File: config.mk
export PLATFORM = sky130hd
export DESIGN_NAME = mksm_cell
export DESIGN_NICKNAME = d
export VERILOG_FILES = /design/src/hw/rtl/mksm_pkg.sv /design/src/hw/rtl/mksm_cell.sv
export SDC_FILE = /design/constraint.sdc
export NUM_CORES = 1
export LEC_CHECK = 0
export BUFFER_PORTS_ARGS = -buffer_cell sky130_fd_sc_hd__buf_2
export CAP_MARGIN = 10
export CELL_PAD_IN_SITES_DETAIL_PLACEMENT = 0
export CELL_PAD_IN_SITES_GLOBAL_PLACEMENT = 2
export CORE_MARGIN = 2
export CORE_UTILIZATION = 30
export DETAILED_ROUTE_END_ITERATION = 10
export PLACE_DENSITY = 0.81
export SYNTH_ARGS = -nofsm -noshare
export SYNTH_HDL_FRONTEND = slang
export SYNTH_SLANG_ARGS = --single-unit
export TNS_END_PERCENT = 10
File: constraint.sdc
create_clock -name clk -period 10.4 [get_ports clk]
set_input_delay 1.04 -clock clk [delete_from_list [all_inputs] [get_ports clk]]
set_output_delay 1.04 -clock clk [all_outputs]
set_load 0.03 [all_outputs]
File: src/hw/rtl/mksm_pkg.sv
package mksm_pkg;

  localparam int DEF_MAX_ENTRIES  = 64;
  localparam int DEF_MAX_SEQUENCE = 4;

  localparam logic [15:0] DEF_TIMEOUT = 16'd500;

  localparam logic [4:0] HINT_CTRL = 5'h06;
  localparam logic [4:0] HINT_ALT  = 5'h18;

  // input transaction kinds
  localparam logic [1:0] KIND_LOAD  = 2'd0;
  localparam logic [1:0] KIND_KEY   = 2'd1;
  localparam logic [1:0] KIND_TICK  = 2'd2;
  localparam logic [1:0] KIND_CLEAR = 2'd3;

  // result status codes
  localparam logic [2:0] STAT_NONE    = 3'd0;
  localparam logic [2:0] STAT_PENDING = 3'd1;
  localparam logic [2:0] STAT_ACTION  = 3'd2;
  localparam logic [2:0] STAT_FAIL    = 3'd3;
  localparam logic [2:0] STAT_REJECT  = 3'd4;

  // config register indexes
  localparam logic [1:0] CFG_MODE_3270 = 2'd0;
  localparam logic [1:0] CFG_MODE_NVT  = 2'd1;
  localparam logic [1:0] CFG_TIMEOUT   = 2'd2;

  // scan kinds carried along the cell chain
  typedef enum logic [1:0] {
    OP_FIRST,   // first code of a fresh match, shortest wins
    OP_ADV,     // first binding that continues the current prefix
    OP_LONG,    // shortest longer binding sharing a completed prefix
    OP_OFF      // override check for one target entry
  } mksm_op_t;

  typedef enum logic [2:0] {
    S_IDLE,
    S_FIRST,
    S_CHECK,
    S_ADV,
    S_LONG,
    S_RECOMP,
    S_EMIT
  } mksm_state_t;

  typedef struct packed {
    logic     valid;
    mksm_op_t op;
    logic     have;
    logic     done;
    logic     shadow;
  } mksm_ctl_t;

  typedef struct packed {
    logic [23:0] q_code;
    logic [4:0]  q_st;
    logic        mode_3270;
    logic        mode_nvt;
    logic        code_we;
    logic        commit;
    logic        off_we;
    logic        off_val;
    logic [23:0] wr_code;
    logic [4:0]  wr_hint;
    logic [1:0]  wr_mode;
    logic [15:0] wr_action;
  } mksm_bcast_t;

  // both ctrl (or both alt) bits in the hint: either one pressed counts as both
  function automatic logic hint_ok(input logic [4:0] h, input logic [4:0] st);
    logic [4:0] s;
    s = st;
    if ((h & HINT_CTRL) == HINT_CTRL && (st & HINT_CTRL) != 5'd0) s = s | HINT_CTRL;
    if ((h & HINT_ALT) == HINT_ALT && (st & HINT_ALT) != 5'd0) s = s | HINT_ALT;
    return (h == 5'd0) || ((h & s) == h);
  endfunction

endpackage

File: src/hw/rtl/mksm_cell.sv
module mksm_cell
  import mksm_pkg::*;
#(
  parameter int MAX_ENTRIES  = DEF_MAX_ENTRIES,
  parameter int MAX_SEQUENCE = DEF_MAX_SEQUENCE,
  parameter int IDX          = 0,
  localparam int IW = (MAX_ENTRIES > 1) ? $clog2(MAX_ENTRIES) : 1,
  localparam int CW = $clog2(MAX_ENTRIES + 1),
  localparam int LW = $clog2(MAX_SEQUENCE + 1),
  localparam int PW = (MAX_SEQUENCE > 1) ? $clog2(MAX_SEQUENCE) : 1
) (
  input  logic                           clk,
  input  logic                           rst,
  input  mksm_bcast_t                    bc,
  input  logic [CW-1:0]                  count,
  input  logic [LW-1:0]                  c,
  input  logic [MAX_SEQUENCE-1:0][23:0]  ref_codes,
  input  logic [MAX_SEQUENCE-1:0][4:0]   ref_hints,
  input  logic [IW-1:0]                  wr_entry,
  input  logic [PW-1:0]                  wr_pos,
  input  logic [LW-1:0]                  wr_len,
  input  mksm_ctl_t                      in_ctl,
  input  logic [IW-1:0]                  in_excl,
  input  logic [IW-1:0]                  in_bidx,
  input  logic [MAX_SEQUENCE-1:0][23:0]  in_bcodes,
  input  logic [MAX_SEQUENCE-1:0][4:0]   in_bhints,
  input  logic [LW-1:0]                  in_blen,
  input  logic [15:0]                    in_bact,
  output mksm_ctl_t                      out_ctl,
  output logic [IW-1:0]                  out_excl,
  output logic [IW-1:0]                  out_bidx,
  output logic [MAX_SEQUENCE-1:0][23:0]  out_bcodes,
  output logic [MAX_SEQUENCE-1:0][4:0]   out_bhints,
  output logic [LW-1:0]                  out_blen,
  output logic [15:0]                    out_bact
);

  logic [MAX_SEQUENCE-1:0][23:0] codes;
  logic [MAX_SEQUENCE-1:0][4:0]  hints;
  logic [LW-1:0]                 len;
  logic [1:0]                    mode;
  logic [15:0]                   action;
  logic                          off;

  logic [23:0] code_c;
  logic [4:0]  hint_c;
  logic        act, mode_off, c_ok, pre_ref, pre_best, take, mine;
  mksm_ctl_t   ctl_next;

  // codes of a equal those of b below n; nonzero hints of a equal b's
  function automatic logic prefix_eq(
    input logic [MAX_SEQUENCE-1:0][23:0] ac,
    input logic [MAX_SEQUENCE-1:0][4:0]  ah,
    input logic [MAX_SEQUENCE-1:0][23:0] bcd,
    input logic [MAX_SEQUENCE-1:0][4:0]  bh,
    input logic [LW-1:0]                 n
  );
    logic ok;
    ok = 1'b1;
    for (int p = 0; p < MAX_SEQUENCE; p++) begin
      if (LW'(p) < n) begin
        if (ac[p] != bcd[p]) ok = 1'b0;
        if (ah[p] != 5'd0 && ah[p] != bh[p]) ok = 1'b0;
      end
    end
    return ok;
  endfunction

  assign mine = (wr_entry == IW'(IDX));

  always_ff @(posedge clk) begin
    for (int p = 0; p < MAX_SEQUENCE; p++) begin
      if (bc.code_we && mine && wr_pos == PW'(p)) begin
        codes[p] <= bc.wr_code;
        hints[p] <= bc.wr_hint;
      end
    end
    if (bc.commit && mine) begin
      len    <= wr_len;
      mode   <= bc.wr_mode;
      action <= bc.wr_action;
    end
  end

  always_ff @(posedge clk) begin
    if (rst) begin
      off <= 1'b0;
    end else if (bc.off_we && mine) begin
      off <= bc.off_val;
    end
  end

  always_comb begin
    code_c = '0;
    hint_c = '0;
    for (int p = 0; p < MAX_SEQUENCE; p++) begin
      if (LW'(p) == c) begin
        code_c = codes[p];
        hint_c = hints[p];
      end
    end
  end

  assign mode_off = (mode[0] & ~bc.mode_3270) | (mode[1] & ~bc.mode_nvt);
  assign act      = (CW'(IDX) < count) && !off;
  assign c_ok     = (c < LW'(MAX_SEQUENCE));
  assign pre_ref  = prefix_eq(codes, hints, ref_codes, ref_hints, c);
  assign pre_best = prefix_eq(in_bcodes, in_bhints, codes, hints, in_blen);

  always_comb begin
    ctl_next = in_ctl;
    take     = 1'b0;
    case (in_ctl.op)
      OP_FIRST: begin
        if (in_ctl.valid && act && !in_ctl.done && codes[0] == bc.q_code &&
            hint_ok(hints[0], bc.q_st)) begin
          if (len == LW'(1)) begin
            take          = 1'b1;
            ctl_next.done = 1'b1;
          end else if (!in_ctl.have || len < in_blen) begin
            take = 1'b1;
          end
        end
      end
      OP_ADV: begin
        if (in_ctl.valid && act && in_excl != IW'(IDX) && !in_ctl.have && len > c &&
            c_ok && pre_ref && code_c == bc.q_code && hint_ok(hint_c, bc.q_st)) begin
          take = 1'b1;
        end
      end
      OP_LONG: begin
        if (in_ctl.valid && act && in_excl != IW'(IDX) && !in_ctl.done && len > c &&
            pre_ref) begin
          if (len - c == LW'(1)) begin
            take          = 1'b1;
            ctl_next.done = 1'b1;
          end else if (!in_ctl.have || len < in_blen) begin
            take = 1'b1;
          end
        end
      end
      OP_OFF: begin
        if (in_ctl.valid) begin
          if (in_excl == IW'(IDX)) begin
            take            = 1'b1;
            ctl_next.shadow = mode_off;
          end else if (IW'(IDX) > in_excl && CW'(IDX) < count && !mode_off &&
                       len == in_blen && pre_best) begin
            ctl_next.shadow = 1'b1;
          end
        end
      end
      default: ;
    endcase
    if (take) ctl_next.have = 1'b1;
  end

  always_ff @(posedge clk) begin
    if (rst) begin
      out_ctl <= '0;
    end else begin
      out_ctl <= ctl_next;
    end
  end

  always_ff @(posedge clk) begin
    out_excl <= in_excl;
    if (take) begin
      out_bidx   <= IW'(IDX);
      out_bcodes <= codes;
      out_bhints <= hints;
      out_blen   <= len;
      out_bact   <= action;
    end else begin
      out_bidx   <= in_bidx;
      out_bcodes <= in_bcodes;
      out_bhints <= in_bhints;
      out_blen   <= in_blen;
      out_bact   <= in_bact;
    end
  end

endmodule

After elaboration in Yosys (flattened, before gate mapping) --
Cells that the tools add are included.
Operators by class: add/sub/neg operators 1, multipliers 0, divide/modulo/power cells 0, $lt $le $gt $ge 13, eq/ne operators 36, shifts and indexed selects 0, muxes and demuxes 61, bitwise logic cells 7, reductions and logical operators 63
Operator list (count):
- 24-bit != test | 8
- 24-bit two-way mux | 4
- 96-bit two-way mux | 1
- 5-bit nonzero test | 10
- 24-bit == test | 2
- 1-bit two-way mux | 41
- 5-bit two-way mux | 8
- 5-bit != test | 8
- 1-bit logical AND | 38
- 20-bit two-way mux | 1
- 2-bit == test, second input constant | 8
- 16-bit two-way mux | 1
- 6-bit zero test | 2
- 1-bit by 3-bit less-than comparator with 1-bit output, first input constant | 4
- 2-bit by 3-bit less-than comparator with 1-bit output, first input constant | 4
- 5-bit bitwise AND | 2
- 5-bit == test | 2
- 5-bit zero test | 2
- 3-bit two-way mux | 3
- 1-bit by 7-bit less-than comparator with 1-bit output, first input constant | 1
- 2-bit by 3-bit == test with 1-bit output, first input constant | 2
- 3-bit by 1-bit == test with 1-bit output, second input constant | 2
- 1-bit by 6-bit > comparator with 1-bit output, first input constant | 1
- 6-bit nonzero test | 1
- 16 further kinds | 25
Word-level totals: register bits 291, latch bits 0, memory bits (writable) 0, ROM bits 0, output and inout bits 153, memories 0

Depth between registers and ports, before layout --
Gate-level depths: netlist (run 1).
depth after elaboration 19, mapped depth 15, depth with buffers taken out 10

Least setup slack after synthesis (run 1) --
Ideal clock, no wire load.
path type input -> register, start point input port wr_entry[3], end point register codes[48] (netlist name), enable pin, arrival time 4.191 ns, required time 9.943 ns, slack 5.752 ns, stages 4, buffers on the path 0, cells stage by stage or4_1 -> nor3_1 -> nand2_1 -> nor3b_1
Between the ends: longest elaborated chain between the ends 3
RTL lines:
- from (decl) | RTL line mksm_cell.sv:19 | input logic [IW-1:0] wr_entry,
- 6-bit zero test | RTL line mksm_cell.sv:69 | assign mine = (wr_entry == IW'(IDX));
- 1-bit logical AND (2 in series) | RTL line mksm_cell.sv:73 | if (bc.code_we && mine && wr_pos == PW'(p)) begin
- to (signal, indexed assignment) | RTL line mksm_cell.sv:74 | codes[p] <= bc.wr_code;
- to (decl) | RTL line mksm_cell.sv:38 | logic [MAX_SEQUENCE-1:0][23:0] codes;
Every way passes these cells. A chain may end at the register's enable or synchronous reset.

Final worst setup path (run 1) --
start point input port c[0], end point register out_bact[1]
Between the ends: longest elaborated chain between the ends 17, elaborated cells between the ends (all ways) 54, those cells by class 1 x add/sub; 6 x order compare; 8 x eq/ne; 26 x mux; 1 x bitwise; 12 x reduce/logical
RTL lines:
- from (decl) | RTL line mksm_cell.sv:16 | input logic [LW-1:0] c,
- 1-bit by 3-bit less-than comparator with 1-bit output or 3-bit zero test (tied branches) | RTL line mksm_cell.sv:61, mksm_cell.sv:97
- 1-bit two-way mux or 5-bit two-way mux (tied branches) | RTL line mksm_cell.sv:61, mksm_cell.sv:97
- 1-bit two-way mux or 5-bit two-way mux (tied branches) | RTL line mksm_cell.sv:62, mksm_cell.sv:97
- 1-bit two-way mux or 5-bit two-way mux (tied branches) | RTL line mksm_cell.sv:63, mksm_cell.sv:97
- 1-bit two-way mux or 5-bit two-way mux (tied branches) | RTL line mksm_cell.sv:61, mksm_cell.sv:97
- 1-bit two-way mux or 2-bit == test (tied branches) | RTL line mksm_cell.sv:62, mksm_pkg.sv:74
- 1-bit two-way mux or 1-bit logical AND (tied branches) | RTL line mksm_cell.sv:63, mksm_pkg.sv:74
- 1-bit two-way mux or 3-bit two-way mux (tied branches) | RTL line mksm_cell.sv:61, mksm_pkg.sv:74
- 1-bit two-way mux or 5-bit two-way mux (tied branches) | RTL line mksm_cell.sv:62, mksm_pkg.sv:75
- 1-bit two-way mux or 5-bit two-way mux (tied branches) | RTL line mksm_cell.sv:63, mksm_cell.sv:113
- 1-bit two-way mux or 5-bit bitwise AND (tied branches) | RTL line mksm_cell.sv:61, mksm_pkg.sv:76
- 1-bit logical AND or 5-bit == test (tied branches) | RTL line mksm_cell.sv:127, mksm_pkg.sv:76
- 1-bit logical AND or 1-bit logical OR (tied branches) | RTL line mksm_cell.sv:127, mksm_pkg.sv:76
- 1-bit logical AND | RTL line mksm_cell.sv:127 | c_ok && pre_ref && code_c == bc.q_code && hint_ok(hint_c, bc.q_st)) begin
- 1-bit two-way mux | RTL line mksm_cell.sv:126 | if (in_ctl.valid && act && in_excl != IW'(IDX) && !in_ctl.have && len > c &&
- 1-bit one-hot mux with 4 select lines (*) | RTL line mksm_cell.sv:113 | case (in_ctl.op)
- 16-bit two-way mux (*) | RTL line mksm_cell.sv:168 | if (take) begin
- to (signal assigned) | RTL line mksm_cell.sv:173 | out_bact <= action;
- to (signal assigned) | RTL line mksm_cell.sv:179 | out_bact <= in_bact;
- to (decl) | RTL line mksm_cell.sv:35 | output logic [15:0] out_bact
Every way passes the cells marked *; elsewhere a longest branch is shown, timed or not. The select of a mux whose other input is x is not followed.

==> results.toml, run 1 <==
[run_status]
outcome = "complete, no violations"

[grt]
grt_pass1_wl_um = 70100
grt_pass1_vias = 10304
grt.total_usage_pct = 23.3
antenna_found_initial = 23
grt_max_degree = 81
grt_overflow = 0

[placed_design]
routabilityCongestion = 0.834
hpwl_um = 40500
port_buffers = 526

[yosys]
yosysUniqueCellTypes = 62
ys_warn_count = 0
ys_ff_latch = 291
yosysTopAreaCellShare_pct = 33.4
async_reset_ff_share_pct = 0
avgSynthCellArea_sq_um = 13.7
synthesis.area_sq_um = 12300
yosys.area.top_type = "edfxtp_1"
syn-num-nets = 1277
synth_top_cells_by_area = "edfxtp_1 (33%), dfxtp_1 (25%), a32o_1 (9.7%), xnor2_1 (8.9%), mux4_2 (4.4%)"
synthCells = 896
yosysSeqAreaShare_pct = 58.4
synth_flop_cell = "dfxtp_1"
synth_edf_count = 137

[timing]
fin_worst_skew_ps = 35.1
final.period_utilization_pct = 49.8
slew_violations = 0
timing.fmax_mhz = 193
rsz0062_at_grt = "false"
finalHoldViolations = 0
setup_tns_ps = 0
setup_viol = 0
tightest_slew_ps = 1210
slew_headroom_pct = 19.1
whs_ps = 473
period_minus_slack_ps = 5180

[clock_network]
clock_latency_ps = 550
cts_hold_buf = 0
path_clk_slew_ps = 60
htreeDepth = 2
cts_resized = 0
post_cts_buffers = 0
cts_max_path_buffers = 3
clock-sinks = 291
cts_tree = "done"
cts_root_buf = "clkbuf_16"
cts_buffers = 35

[power]
fin_total_pwr_mw = 2.72
peakVddDrop_uv = 116
p_leak_nw = 6.50
power.density_nw_per_um2 = 164

[finish]
drive_gt1_share_pct = 44.3
fin_util_pct = 40.7
fillers = 3982
finalNetCount = 1796
areaGrowthSynthToFinish_pct = 34.2

[floorplan]
initial_core_util_pct = 30.3
dieArea_sq_um = 42700
core_area_sq_um = 40600
die_y_um = 207
die_w_um = 207
core.rowCount = 74
num_io_pins = 527

[route]
drc = 0
dr.first_iter.drc_count = 687
routed_wl_um = 51600
avgViaCountPerCell = 5.14
drt_pass1_iterations = 5
wire_per_inst_um = 26.0
ant_nets = 0
vias = 10179

[setup_path]
end_kind = "register"
crit_type = "in -> reg"
crit_required_ps = 10840
critPathArrivalTime_ps = 5620
crit_fanout = 80
cp-start-kind = "input port"

[run]
cap_violations = 0

[worst_hold_path]
hp-class = "reg -> reg"
[cell type report]
type,count,area (sq um),share of cell area (%)
diodes,11,27.5,0.167
clock buffers,49,995,6.02
clock inverters,12,108,0.651
inverters,16,60.1,0.363
multi-input cells,536,4780,28.9
flip-flops and latches,291,7200,43.5
well taps,532,666,4.03
repair buffers,535,2700,16.3
[final timing paths]
| check | cells after the start | start | end | slack (ps) |
|---|---|---|---|---|
| max | 11 | c[0] | out_bact[1] | 5220 |
| min | 1 | action[2] | out_bact[2] | 470 |
| max reg2reg | 9 | codes[42] | out_bact[1] | 5580 |
| min reg2reg | 1 | action[2] | out_bact[2] | 470 |
[flip-flops by register name (all words and copies together), names as in the netlist]
| signal | count |
|---|---|
| off | 1 |
| out_blen | 3 |
| out_bidx | 6 |
| out_excl | 6 |
| action | 16 |
| len | 3 |
| mode | 2 |
| out_bhints | 20 |
| out_bcodes | 96 |
| out_bact | 16 |
| hints | 20 |
| codes | 96 |
| out_ctl | 6 |
[metrics by stage]
stage / instances / setup slack (ps) / cell area, sq um
global placement: 1910 / 4600 / 15400
finish: 1982 / 5220 / 16500
CTS: 1971 / 5160 / 16500
global route: 1976 / 4970 / 16500
floorplan: 896 / 5750 / 12300
detailed placement: 1910 / 4590 / 15400
[critical path: stages]
cell	delay [ps]
buf_2	70
buf_4	570
mux4_1	790
o21a_1	240
o221a_1	230
a211oi_1	270
nand3_1	220
or3_1	450
a31oi_4	440
buf_4	750
mux2_2	420
[cells in the mapped netlist (all sizes together) (4+ instances only)]
cell    count
inv        16
mux2       16
nor2b       6
ha          6
clkbuf     18
nor3        7
a32o      119
buf        35
nand2      13
mux2i      12
xnor2     125
a21oi      10
nor3b       5
o22ai       5
edfxtp    137
nor2       20
dfxtp     154
nor4       15
a31oi       4
and3        7
nand4      34
o21a        6
mux4       25
o21ai      17
xor2       26
nand3      14
[cell usage in the layout (no fill, tap or decap), types with 5 or more instances in the layout]
cell type / count
dfxtp_1: 154
clkbuf_1: 9
nor3_1: 6
nor4_1: 15
buf_2: 526
mux2_2: 16
nor2_1: 20
ha_1: 6
o22ai_1: 5
nand2_1: 13
diode_2: 11
o21a_1: 6
o21ai_0: 17
nor2b_1: 6
edfxtp_1: 137
nand3_1: 14
mux2i_1: 12
a32o_1: 119
a21oi_1: 9
inv_1: 16
nand4_1: 34
xnor2_1: 125
clkinv_2: 6
and3_1: 7
xor2_1: 26
buf_4: 9
clkbuf_16: 37
mux4_2: 24
[layer usage]
layer	wire length (um)	up-vias	track usage, %
met5	155	-	0
met4	1310	26	6.73
met3	4740	89	7.41
met2	24600	475	38.1
met1	20800	5014	29.5
li1	-	4575	-
[cell families after synthesis]
| family | Yosys count | share of synthesized area [%] |
|---|---|---|
| buffers and inverters | 69 | 3.21 |
| AO/OA/AOI/OAI | 187 | 13.5 |
| AND/OR/NAND/NOR | 138 | 6.32 |
| XOR/XNOR | 151 | 10.7 |
| flip-flops | 291 | 58.4 |
| adder cells (fa/ha/maj) | 7 | 0.772 |
| multiplexers | 53 | 7.04 |
[report_power, final]
part / internal (mW) / switching (mW) / leakage [nW]
Clock: 0.695 / 0.484 / 0.540
Sequential: 1.23 / 0.00959 / 2.53
Combinational: 0.134 / 0.165 / 3.43
(Power assumes the default switching activity.)
==> inputs of run 2 (changes only) <==
Settings changed: ABC_AREA set to 1, CORE_UTILIZATION 30 to 27.
Clock period 10.4 ns to 5.2 ns, I/O delays scaled along.
==> results.toml, run 2 <==
[run_status]
outcome = "complete, no violations"

[finish]
fillers = 4981
layout.cells.non_filler = 2636
drive_gt1_share_pct = 30.3
fin_util_pct = 36.6
layout_common_cells = "buf_2 (526), nand2_1 (442), nand3_1 (253), dfxtp_1 (154), edfxtp_1 (137)"
top_regs = "codes: 96 flops, out_bcodes: 96 flops"
final_area_sq_um = 17500
finalNetCount = 2366
final_common_cell = "buf_2"
areaGrowthSynthToFinish_pct = 34.5

[timing]
setup_viol = 0
final.period_utilization_pct = 73.0
setup_tns_ps = 0
finalHoldViolations = 0
slew_headroom_pct = 24.0
fin_worst_skew_ps = 18.9
timing.fmax_mhz = 263
tightest_slew_ps = 1140
slew_violations = 0
period_minus_slack_ps = 3800
rsz0062_at_grt = "false"

[yosys]
yosysMostFrequentCell = "nand2_1"
synthesis.area_sq_um = 13000
synth_top_cells_by_area = "edfxtp_1 (32%), dfxtp_1 (24%), nand2_1 (13%), nand3_1 (9.8%), xnor2_1 (5.5%)"
avgSynthCellArea_sq_um = 8.82
syn-num-nets = 1852
ys_warn_count = 0
yosysSeqAreaShare_pct = 55.4
synth_flop_cell = "dfxtp_1"
synthCells = 1471
yosysUniqueCellTypes = 39
ys_ff_latch = 291
async_reset_ff_share_pct = 0
yosysTopAreaCellShare_pct = 31.7
synthTopCellsByCount = "nand2_1 (443), nand3_1 (253), dfxtp_1 (154)"
synth_edf_count = 137
yosys.area.top_type = "edfxtp_1"

[floorplan]
initial_core_util_pct = 27.2
die_y_um = 223
die_w_um = 223
core_area_sq_um = 47600
dieArea_sq_um = 49800
num_io_pins = 527
core.rowCount = 80

[setup_path]
crit_fanout = 141
crit_slowest_cell = "nor2_4"
r2r_start = "hints[3]"
crit_path_frequent_cell = "nand2_1"
cp-start-kind = "input port"
max_stage_delay_ps = 870
crit_type = "in -> reg"
critPathArrivalTime_ps = 4280
end_kind = "register"
r2r_end = "out_bhints[2]"
reg2regPathDepth = 11
r2r_slack_ps = 1450
crit_required_ps = 5690
path_cells = "buf_2, nor2_4, buf_4, nand3_1, nand3_1, nand3_1, nand2_1, nand2_1, nor2_1, nand2_1, nor2_1, nand2_1, nand2_1, nand2_1, nand2_1, nand2_4, nand2_8, nand2_1, nand2_1"

[route]
drt_pass1_iterations = 5
dr.first_iter.drc_count = 801
drc = 0
ant_nets = 0
wire_per_inst_um = 21.7
routed_wl_um = 57200
avgViaCountPerCell = 4.68
vias = 12337

[clock_network]
clock-sinks = 291
cts_tree = "done"
clock_latency_ps = 560
path_clk_slew_ps = 50
cts_hold_buf = 0
post_cts_buffers = 0
cts_resized = 0
htreeDepth = 2
cts_max_path_buffers = 3
cts_root_buf = "clkbuf_16"
cts_buffers = 37

[placed_design]
place_area_sq_um = 16200
port_buffers = 526
hpwl_um = 45000
dp_cells = 2561
routabilityCongestion = 0.845

[grt]
met1_usage_pct = 27.4
use_met3_pct = 5.97
grt_overflow = 0
grt_max_degree = 142
use_met2_pct = 38.6
grt.total_usage_pct = 22.4
grt_busiest_layer = "met2"
grt_pass1_vias = 12520
antenna_found_initial = 24
grt_pass1_wl_um = 81200

[power]
fin_total_pwr_mw = 5.75
peakVddDrop_uv = 246
p_leak_nw = 8.11
power.density_nw_per_um2 = 329

[run]
cap_violations = 0

[worst_hold_path]
worstHoldStart = "in_excl[4]"
worstHoldEndpoint = "out_excl[4]"
worstHoldPathCells = 1
hp-class = "in -> reg"
==> run 2: changes by cell type in the layout (fill, tap and decap cells not counted), sizes merged, moves of 16 or more <==
cell   delta
a32o    -119
inv      +61
mux2     -16
mux4     -25
nand2   +431
nand3   +240
nand4    -18
nor2     +79
xnor2    -44
==> run 2: worst max-delay path by stage <==
stage,from,end,cells past startpoint
2_1_floorplan,wr_entry[3],codes[0],4
3_3_place_gp,c[2],out_bcodes[72],19
3_5_place_dp,c[2],out_bcodes[72],21
4_1_cts,c[2],out_bcodes[72],21
5_1_grt,c[2],out_bcodes[23],19
6_report,c[2],out_bcodes[23],19
==> run 2: final cells by class <==
class                   instances  area (sq um)  area share [%]
clock buffers                  51          1080            6.21
clock inverters                15           161           0.924
multi-input cells            1042          5230            29.9
well taps                     615           769            4.41
inverters                      76           285            1.63
repair buffers                537          2720            15.5
flip-flops and latches        291          7200            41.2
diodes                          9          22.5           0.129
==> run 2: kinds of logic (layout without fill, tap and decap cells) <==
logic type                 count (synthesis)  after routing  share of synthesized area (%)
and+or+nand+nor                          862            862                           28.6
buffers and inverters                    138            679                           4.76
AOI/OAI and AO/OA                         52             52                           2.30
other                                      0              9                              0
xor gates and xnor gates                 121            121                           8.16
adders and majority gates                  7              7                          0.733
DFF                                      291            291                           55.4
==> run 2: critical path, delay by kind of cell <==
kind	cells	cell delay, ps
buf+inv	2	490
simple gates	17	3150
==> run 2: routing by layer <==
layer  share of wire (%)  up-vias  routed length [um]
met1                  41     5824               23400
met5                0.26        -                 147
met2                  48      490               27700
met4                 2.5       26                1430
met3                 7.9      101                4490
li1                    -     5896                   -
==> run 2: stage by stage <==
stage               hold WS [ps]  worst slack [ps]
finish                      93.2              1400
CTS                         64.5              1400
global placement             420               804
global route                72.4               981
floorplan                    412              1850
detailed placement           426               839
==> run 2: report_power, final <==
group	switching, mW	internal, mW	leakage [nW]
clock network	1.04	1.61	0.608
registers	0.0210	2.46	2.53
logic	0.377	0.244	4.97
total	1.44	4.32	8.11
==> inputs of run 3 (changes only) <==
Clock period 5.2 ns to 4 ns, I/O delays scaled along.
==> results.toml, run 3 (synthesis results as in run 2) <==
[timing]
slew_violations = 0
period_minus_slack_ps = 3230
setup_viol = 0
setup_tns_ps = 0
fin_worst_skew_ps = 37.8
tightest_slew_ps = 1000
timing.fmax_mhz = 309
final.period_utilization_pct = 80.8
rsz0062_at_grt = "false"
finalHoldViolations = 0
slew_headroom_pct = 33.3

[clock_network]
cts_hold_buf = 26
path_clk_slew_ps = 60
cts_resized = 0
cts_tree = "done"
clock_latency_ps = 570
cts_root_buf = "clkbuf_16"
cts_buffers = 36
cts_max_path_buffers = 3
post_cts_buffers = 0
htreeDepth = 2
clock-sinks = 291

[placed_design]
hpwl_um = 45200
dp_cells = 2573
routabilityCongestion = 0.864
port_buffers = 526

[worst_hold_path]
hp-class = "in -> reg"

[route]
wire_per_inst_um = 21.4
routed_wl_um = 57200
drt_pass1_iterations = 5
vias = 12513
dr.first_iter.drc_count = 761
avgViaCountPerCell = 4.69
drc = 0
ant_nets = 0

[finish]
finalNetCount = 2403
layout_common_cells = "buf_2 (526), nand2_1 (442), nand3_1 (253), dfxtp_1 (154), edfxtp_1 (137)"
drive_gt1_share_pct = 30.5
layout.cells.non_filler = 2670
top_regs = "codes: 96 flops, out_bcodes: 96 flops"
final_common_cell = "buf_2"
areaGrowthSynthToFinish_pct = 37.1

[floorplan]
initial_core_util_pct = 27.2
num_io_pins = 527
die_w_um = 223
die_y_um = 223
core_area_sq_um = 47600
core.rowCount = 80
dieArea_sq_um = 49800

[setup_path]
crit_type = "reg -> reg"
crit_required_ps = 4480
cp-start-kind = "register"
end_kind = "register"
critPathArrivalTime_ps = 3710
crit_fanout = 47

[grt]
grt_max_degree = 91
grt_overflow = 0
antenna_found_initial = 20
grt_pass1_vias = 12820
grt.total_usage_pct = 22.5
grt_pass1_wl_um = 82100

[run_status]
outcome = "complete, no violations"

[power]
peakVddDrop_uv = 258
p_leak_nw = 8.27
power.density_nw_per_um2 = 415

[run]
cap_violations = 0
-- run 3: cell types whose count changed in the layout (fill, tap and decap cells not counted), moves of 3 or more --
cell,change
dlygate4sd3_1,+26
buf_4,+10
diode_2,-3
clkbuf_16,-3
clkbuf_1,-3
-- run 3: metrics by stage --
stage	power (mW)	hold slack [ps]	util, %	area (sq um)	setup slack, ps
2_1_floorplan	3.71	412	-	13000	769
3_3_place_gp	4.09	422	34.2	16300	528
3_5_place_dp	4.10	427	34.2	16300	562
4_1_cts	7.49	3.70	37.3	17800	754
5_1_grt	7.67	11.3	37.4	17800	371
6_report	7.39	33.0	37.4	17800	767
-- run 3: worst paths after layout --
path	endpoint	cells after the start	from	slack (ps)
min	action[14]	1	bc[14]	30
max	out_bcodes[17]	18	len[2]	770
min reg2reg	out_bact[9]	2	action[9]	440
max reg2reg	out_bcodes[17]	18	len[2]	770
-- run 3: critical path, cell delays in order, from the launching register on --
cell and delay, ps:
edfxtp_1 470, ha_1 390, nand2_1 60, o21ai_0 210
nand3_1 120, nor2_1 290, nand3_1 120, nor2_1 100
nand2_1 70, nor2_1 80, nand2_1 80, nand2_1 70
nand2_1 50, nand2_1 100, nand2_4 80, nand2_8 300
buf_4 350, nand2_1 90, nand2_1 60
-- run 3: layout make-up --
cell class,instances,area (sq um)
Fill cell,5039,29800
Sequential cell,291,7200
Clock inverter,16,179
Clock buffer,49,1040
Tap cell,615,769
Timing Repair Buffer,575,3090
Antenna cell,6,15.0
Inverter,76,285
Multi-Input combinational cell,1042,5230
-- run 3: layer usage --
layer	part of all wire (%)	global-route usage, %
met5	0.24	0
met4	2.8	7.61
met3	7.4	5.36
met2	48	37.8
met1	42	28.3
-- run 3: power by group --
group | switching [mW] | internal [mW]
combinational | 0.491 | 0.339
sequential | 0.0262 | 3.20
clock | 1.36 | 1.97
total | 1.88 | 5.51
